===== src/rtl/core/scp_pkg.sv =====
package scp_pkg;

    localparam int CW   = 32;
    localparam int RW   = 31;
    localparam int SQW  = 2 * RW;
    localparam int NUMW = SQW + 1;
    localparam int QW   = 32;
    localparam int NSQ  = RW;
    localparam int NDIV = QW;

    localparam logic [1:0] K_PASS   = 2'd0;
    localparam logic [1:0] K_CENTER = 2'd1;
    localparam logic [1:0] K_PROJ   = 2'd2;

    typedef logic [1:0] t_kind;

    typedef struct packed {
        logic [CW-1:0] pos_x;
        logic [CW-1:0] pos_y;
        logic [CW-1:0] pos_z;
    } t_in;

    typedef struct packed {
        logic [CW-1:0] out_x;
        logic [CW-1:0] out_y;
        logic [CW-1:0] out_z;
        logic          collided;
    } t_out;

    typedef struct packed {
        logic [2:0][CW-1:0] ctr;
        logic [RW-1:0]      radius;
    } t_cfg;

    typedef struct packed {
        t_kind               kind;
        t_in                 pos;
        logic [2:0]          neg;
        logic [SQW-1:0]      d2;
        logic [2:0][SQW-1:0] mr;
    } t_mid;

    typedef struct packed {
        t_kind               kind;
        t_in                 pos;
        logic [2:0]          neg;
        logic [2:0][SQW-1:0] mr;
        logic [SQW-1:0]      x;
        logic [SQW-1:0]      res;
    } t_sq;

    typedef struct packed {
        t_kind              kind;
        t_in                pos;
        logic [2:0]         neg;
        logic [RW-1:0]      n;
        logic [2:0][QW-1:0] rem;
        logic [2:0][QW-1:0] lo;
        logic [2:0][QW-1:0] q;
    } t_dv;

endpackage


===== src/rtl/core/scp_queue.sv =====
module scp_queue import scp_pkg::*; #(
    parameter int  DEPTH = 4,
    parameter type T     = t_mid
) (
    input  logic i_clk,
    input  logic i_rst_n,
    input  logic i_push,
    input  T     i_data,
    output logic o_full,
    input  logic i_pop,
    output logic o_empty,
    output T     o_data
);

    localparam int PW = $clog2(DEPTH);
    localparam int NW = $clog2(DEPTH + 1);

    T                r_mem [DEPTH];
    logic [PW-1:0]   r_wp;
    logic [PW-1:0]   r_rp;
    logic [NW-1:0]   r_cnt;
    logic            do_push;
    logic            do_pop;

    assign o_full  = (r_cnt == NW'(DEPTH));
    assign o_empty = (r_cnt == '0);
    assign o_data  = r_mem[r_rp];
    assign do_push = i_push && !o_full;
    assign do_pop  = i_pop && !o_empty;

    always_ff @(posedge i_clk) begin
        if (do_push) begin
            r_mem[r_wp] <= i_data;
        end
    end

    always_ff @(posedge i_clk) begin
        if (!i_rst_n) begin
            r_wp  <= '0;
            r_rp  <= '0;
            r_cnt <= '0;
        end else begin
            if (do_push) begin
                r_wp <= (r_wp == PW'(DEPTH - 1)) ? '0 : r_wp + 1'b1;
            end
            if (do_pop) begin
                r_rp <= (r_rp == PW'(DEPTH - 1)) ? '0 : r_rp + 1'b1;
            end
            r_cnt <= r_cnt + NW'(do_push) - NW'(do_pop);
        end
    end

    a_cnt_range: assert property (@(posedge i_clk) disable iff (!i_rst_n)
        r_cnt <= NW'(DEPTH)) else $error("queue count out of range");
    a_no_ovf: assert property (@(posedge i_clk) disable iff (!i_rst_n)
        o_full && !i_pop |=> r_cnt == NW'(DEPTH)) else $error("queue overflow");
    a_ptr_sync: assert property (@(posedge i_clk) disable iff (!i_rst_n)
        o_empty |-> r_wp == r_rp) else $error("queue pointers out of step");

endmodule


===== config.mk =====
export PLATFORM = sky130hd
export DESIGN_NAME = scp_queue
export DESIGN_NICKNAME = d
export VERILOG_FILES = /design/src/rtl/core/scp_pkg.sv /design/src/rtl/core/scp_queue.sv
export SDC_FILE = /design/constraint.sdc
export NUM_CORES = 1
export LEC_CHECK = 0
export ABC_AREA = 0
export BUFFER_PORTS_ARGS = -buffer_cell sky130_fd_sc_hd__buf_2
export CAP_MARGIN = 20
export CELL_PAD_IN_SITES_DETAIL_PLACEMENT = 0
export CELL_PAD_IN_SITES_GLOBAL_PLACEMENT = 2
export CORE_MARGIN = 2
export CORE_UTILIZATION = 51
export CTS_BUF_LIST = sky130_fd_sc_hd__clkbuf_8
export DETAILED_ROUTE_END_ITERATION = 8
export PLACE_DENSITY = 0.83
export SYNTH_ARGS = -nofsm -noshare
export SYNTH_HDL_FRONTEND = slang
export SYNTH_SLANG_ARGS = --single-unit

===== constraint.sdc =====
create_clock -name i_clk -period 27.9 [get_ports i_clk]
set_clock_uncertainty 0.05 [all_clocks]
set_input_delay 2.79 -clock i_clk [delete_from_list [all_inputs] [get_ports i_clk]]
set_output_delay 2.79 -clock i_clk [all_outputs]
set_load 0.05 [all_outputs]

* Yosys cells after proc, flatten, opt, wreduce, memory -nomap -nowiden *
Memories as Yosys holds them, arrays and structs flattened. A register that Yosys moved wholly into a read port is not among the register bits.
Cells that the tools add are included.

cells by class
  add/sub/neg operators = 4
  equal/unequal tests = 3
  muxes and demuxes = 6
  reductions and logical operators = 5

operators by type and width
  operator               number
  $mux W2                4
  $add A2 B1 Y2 const B  2
  $eq A2 B2 Y1 const B   2
  $add A3 B1 Y3          1
  $eq A3 B3 Y1 const B   1
  $logic_not A3 Y1       1
  $sub A3 B1 Y3          1
  $logic_and A1 B1 Y1    2
  $logic_not A1 Y1       2
  $mux W1                2

word-level totals
  bits in registers = 7
  bits in writable memories = 1396
  input bits = 353
  output and inout bits = 351
  logic and storage cells = 22
  memories kept = 1

memories
  memory  words  width  rd ports  clocked after memory_dff  wr ports  RTL line         RTL
  r_mem   4      349    1         1                         1         scp_queue.sv:18  T r_mem [DEPTH];

* Longest topological paths before layout *
  depth in word-level cells = 5
  depth in mapped cells = 11
  gate-level depth less buffers = 10

* Worst setup path before layout *
OpenSTA, ideal clock, no wires.

  kind = input to register
  start = in i_push
  end = mem r_mem[0][0] (netlist name), enable pin
  setup time = 0.756 ns
  arrival time = 11.075 ns
  required time = 27.094 ns
  path slack = 16.019 ns
  stages = 3
  buffers on the path = 1
  path through = nor2b_1 clkbuf_1 and2_1

between the ends
  word-level cells in the longest chain between the ends = 3

RTL lines
  element                        RTL line         RTL
  start: declaration             scp_queue.sv:7   input logic i_push,
  $logic_and A1 B1 Y1            scp_queue.sv:28  assign do_push = i_push && !o_full;
  $mux W1                        scp_queue.sv:32  if (do_push) begin
  $mux W1 (not written as such)  scp_queue.sv:33  r_mem[r_wp] <= i_data;
  end: declaration               scp_queue.sv:18

No other way between the ends.

==> results_tabular.tex <==
\begin{tabular}{lr}
\hline
Metric & Value \\
\hline
\multicolumn{2}{l}{\textbf{Outcome}} \\
Result of the run & completed \\
\multicolumn{2}{l}{\textbf{STA}} \\
Worst Tran Pin Value & 1.114 ns \\
Total Neg Setup Slack & 0 ns \\
Final worst path period share & 28.30\% \\
RSZ-0062 raised after global routing & no \\
Shortest period the worst path allows & $\sim$7.9 ns \\
Final Max Slew Viols & 0 \\
Least setup slack across all paths after layout & 20.00 ns \\
Final-report setup violation count & 0 \\
Number of failing hold endpoints at the final stage & 0 \\
Fmax & between 0.1 and 0.15 GHz \\
Slew Limit Headroom & 25.75\% \\
\multicolumn{2}{l}{\textbf{Finish}} \\
Fraction of layout instances using a drive strength above 1 & 46.06\% \\
Layout net count & $\sim$3100 \\
Number of fillers in the final layout & slightly below 7000 \\
Synth-to-layout area growth & 17.30\% \\
\multicolumn{2}{l}{\textbf{Logic synthesis}} \\
Most common library cells after synthesis & sky130\_fd\_sc\_hd\_\_edfxtp\_1, sky130\_fd\_sc\_hd\_\_mux4\_2, sky130\_fd\_sc\_hd\_\_buf\_2, sky130\_fd\_sc\_hd\_\_buf\_6, sky130\_fd\_sc\_hd\_\_dfxtp\_1 \\
Fraction of registers with async set or reset after synthesis & 0\% \\
Flip-flop and latch count after synthesis & about 1400 \\
Proportion of netlist area held by the largest area contributor & between 80\% and 90\% \\
Average size of a mapped cell & 27.11 µm² \\
Register area share after synthesis & 82.76\% \\
Proportion of synthesized area in mux cells & 15.49\% \\
Leading area contributor after synthesis & sky130\_fd\_sc\_hd\_\_edfxtp\_1 \\
Top cells by area, synth & sky130\_fd\_sc\_hd\_\_edfxtp\_1, sky130\_fd\_sc\_hd\_\_mux4\_2, sky130\_fd\_sc\_hd\_\_buf\_6, sky130\_fd\_sc\_hd\_\_buf\_2, sky130\_fd\_sc\_hd\_\_dfxtp\_1 \\
XOR/XNOR Fraction of Synth Area & 0.03444\% \\
Post-synthesis adder-cell area fraction & 0.2115\% \\
Post-Synthesis Cell Area & 50870 µm² \\
Most frequent cell after synthesis & sky130\_fd\_sc\_hd\_\_edfxtp\_1 \\
Warnings from Yosys & 0 \\
Dominant combinational cell family by area after synthesis & multiplexers \\
Most common flop cell mapped by yosys & sky130\_fd\_sc\_hd\_\_edfxtp\_1 \\
Number of synthesized flops with an enable pin & approximately 1400 \\
Fraction of the mapped netlist area in compound gates & 0.03444\% \\
Post-synthesis instance total & 1876 \\
Syn Nets & about 2200 \\
Number of distinct library cells after synthesis & 20 \\
Simple-gate share of the synthesized area & 0.2017\% \\
\multicolumn{2}{l}{\textbf{Detailed routing}} \\
Number of detailed-route iterations in the first pass & 5 \\
Routed Wire Length & 106.8 mm \\
DRC violation total after the first TritonRoute iteration & 1652 \\
Routed len/inst & 25.11 µm \\
Average vias per placed instance & 5.468 \\
Detailed-route DRC error count & 0 \\
Via count of the routed design & 23256 \\
Antenna violation net count after detailed routing & 0 \\
\multicolumn{2}{l}{\textbf{Clock network}} \\
Number of buffers created by CTS & 216 \\
Cts repair resizes & 0 \\
Clock sinks & 1405 \\
Clock tree from TritonCTS & done \\
Clock network latency to the later pin of the worst-skew pair & between 0.8 and 0.9 ns \\
Max H-tree Level & 4 \\
Cts-stage hold buffer count & 0 \\
Clock transition time at the flip-flop clock pins of the worst setup and hold paths & 0.06 ns \\
Clock root cell & sky130\_fd\_sc\_hd\_\_clkbuf\_8 \\
Maximum clock insertion buffer count & 3 \\
Post-CTS repair timing setup buffer count & 0 \\
\multicolumn{2}{l}{\textbf{Setup path}} \\
RR Startpoint & r\_cnt[2] \\
Worst setup path class & flop to primary output \\
Endpoint of the most critical register-to-register path & r\_mem[2][154] \\
Worst path arrival time & roughly 5 ns \\
Register-to-register setup slack & around 23 ns \\
Crit end category & primary output \\
Largest fanout of any net on the critical path & 47 \\
Startpoint kind of the worst setup timing path & flop \\
Worst Reg2Reg Path Length in Cells & 6 \\
Worst path required time & roughly 25 ns \\
\multicolumn{2}{l}{\textbf{Placement}} \\
Final HPWL from detailed placement & between 60 and 70 mm \\
IO Port Bufs & 703 \\
Final weighted congestion in routability-driven placement & between 0.7 and 0.8 \\
Post-placement setup slack & 20.53 ns \\
\multicolumn{2}{l}{\textbf{Floorplan}} \\
Die width & 319.8 µm \\
Chip Height & 319.8 µm \\
Ports & 704 \\
Die footprint & slightly above 100000 µm² \\
Starting utilization of the core area & 51.61\% \\
Number of standard-cell rows in the floorplan & 115 \\
Core area & 98560 µm² \\
\multicolumn{2}{l}{\textbf{Power}} \\
Power per unit of standard cell area & around 100 nW/µm² \\
Static Leakage & 20.04 nW \\
Highest ir drop seen on vdd & 66.84 µV \\
\multicolumn{2}{l}{\textbf{Global routing}} \\
Vias in the first global route & roughly 25000 \\
Sum of overflow across all layers after global routing & 0 \\
Initial antenna violation count & 63 \\
Largest net degree at the start of global routing & 147 \\
Global-route usage over all layers & 20.85\% \\
Global-route wire length before repair & roughly 160 mm \\
\multicolumn{2}{l}{\textbf{Job}} \\
Max cap viols & 0 \\
\multicolumn{2}{l}{\textbf{Min path}} \\
Class of the tightest hold or removal check & flop to flop \\
Launch instance of the worst min-delay path & r\_rp[0] \\
Cell depth of the worst min-delay path & 2 \\
\hline
\end{tabular}
==> kinds of logic (layout without fill, tap and decap cells) <==
| logic type | count (synthesis) | after routing |
|---|---|---|
| AOI/OAI and AO/OA | 3 | 3 |
| xor gates and xnor gates | 2 | 2 |
| adders and majority gates | 8 | 8 |
| buffers and inverters | 87 | 1142 |
| DFF | 1405 | 1405 |
| muxes | 351 | 351 |
| other | 0 | 35 |
| and+or+nand+nor | 20 | 20 |
==> cells in the final DEF, fill, tap and decap left out, types with 3 or more instances in the layout <==
master | synthesis | layout
sky130_fd_sc_hd__clkinv_2 | 0 | 23
sky130_fd_sc_hd__bufinv_16 | 0 | 3
sky130_fd_sc_hd__buf_2 | 36 | 703
sky130_fd_sc_hd__buf_4 | 0 | 28
sky130_fd_sc_hd__and2_4 | 0 | 4
sky130_fd_sc_hd__clkinv_1 | 0 | 69
sky130_fd_sc_hd__diode_2 | 0 | 35
sky130_fd_sc_hd__edfxtp_1 | 1396 | 1396
sky130_fd_sc_hd__mux4_2 | 349 | 349
sky130_fd_sc_hd__nand2_1 | 6 | 6
sky130_fd_sc_hd__clkinvlp_4 | 0 | 7
sky130_fd_sc_hd__inv_6 | 0 | 3
sky130_fd_sc_hd__inv_1 | 7 | 78
sky130_fd_sc_hd__clkbuf_8 | 0 | 221
sky130_fd_sc_hd__dfxtp_1 | 9 | 7
sky130_fd_sc_hd__and2_1 | 7 | 3
sky130_fd_sc_hd__ha_1 | 7 | 7
==> layer usage <==
metal | part of all wire [%] | up-vias | GRT usage, %
met4 | 4.0 | 34 | 10.88
met1 | 35 | 12059 | 23.68
met2 | 53 | 903 | 35.11
met5 | 0.20 | - | 0
li1 | - | 10014 | -
met3 | 8.3 | 246 | 7.086
==> where the power goes <==
part	total, W	switching [W]	internal, W
Clock	0.00152	0.000758	0.000764
Combinational	0.00184	0.00132	0.000516
Sequential	0.00263	0.0000601	0.00257
==> sequential cells by signal, summed over array words and instances (netlist names), named ones only <==
| name | count |
|---|---|
| r_cnt | 3 |
| r_rp | 2 |
| r_wp | 2 |
| r_mem | 1396 |
==> final cells by class <==
| class | count | area, µm² | share of cell area, % |
|---|---|---|---|
| flip-flops and latches | 1405 | 42110 | 70.57 |
| multi-input cells | 384 | 8135 | 13.63 |
| repair buffers | 734 | 3796 | 6.362 |
| clock buffers | 221 | 3042 | 5.098 |
| well taps | 1287 | 1610 | 2.699 |
| clock inverters | 180 | 864.6 | 1.449 |
| diodes | 35 | 87.58 | 0.1468 |
| inverters | 7 | 26.28 | 0.04403 |
==> metrics by stage <==
step	util, %	total power, W	std cells	area, µm²	hold slack, ns
2_1_floorplan	-	0.004169	1876	50870	0.4177
3_3_place_gp	56.46	0.004512	3816	55650	0.4286
3_5_place_dp	56.46	0.004537	3816	55650	0.4657
4_1_cts	60.42	0.006069	4217	59550	0.4884
5_1_grt	60.53	0.006224	4248	59660	0.5130
6_report	60.54	0.005990	4253	59670	0.4774
==> worst max-delay path by stage <==
stage                                to  startpoint  cells after the start  slack [ns]
after detailed placement  r_mem[2][128]      i_push                      6       20.53
final                       o_data[157]        flop                      5       20.00
after floorplan             r_mem[0][0]      i_push                      3       16.02
after global routing        o_data[153]        flop                      5       19.39
after CTS                   o_data[203]        flop                      5       19.67
after global placement    r_mem[2][132]      i_push                      6       20.62
==> worst max-delay path: stages, from the launching register on <==
cell and delay (ns):
sky130_fd_sc_hd__dfxtp_4 0.77, sky130_fd_sc_hd__buf_4 0.77, sky130_fd_sc_hd__buf_4 0.82, sky130_fd_sc_hd__buf_4 0.82, sky130_fd_sc_hd__mux4_2 0.63, sky130_fd_sc_hd__buf_2 0.23
Note: power is estimated with default switching activity, not from simulation.
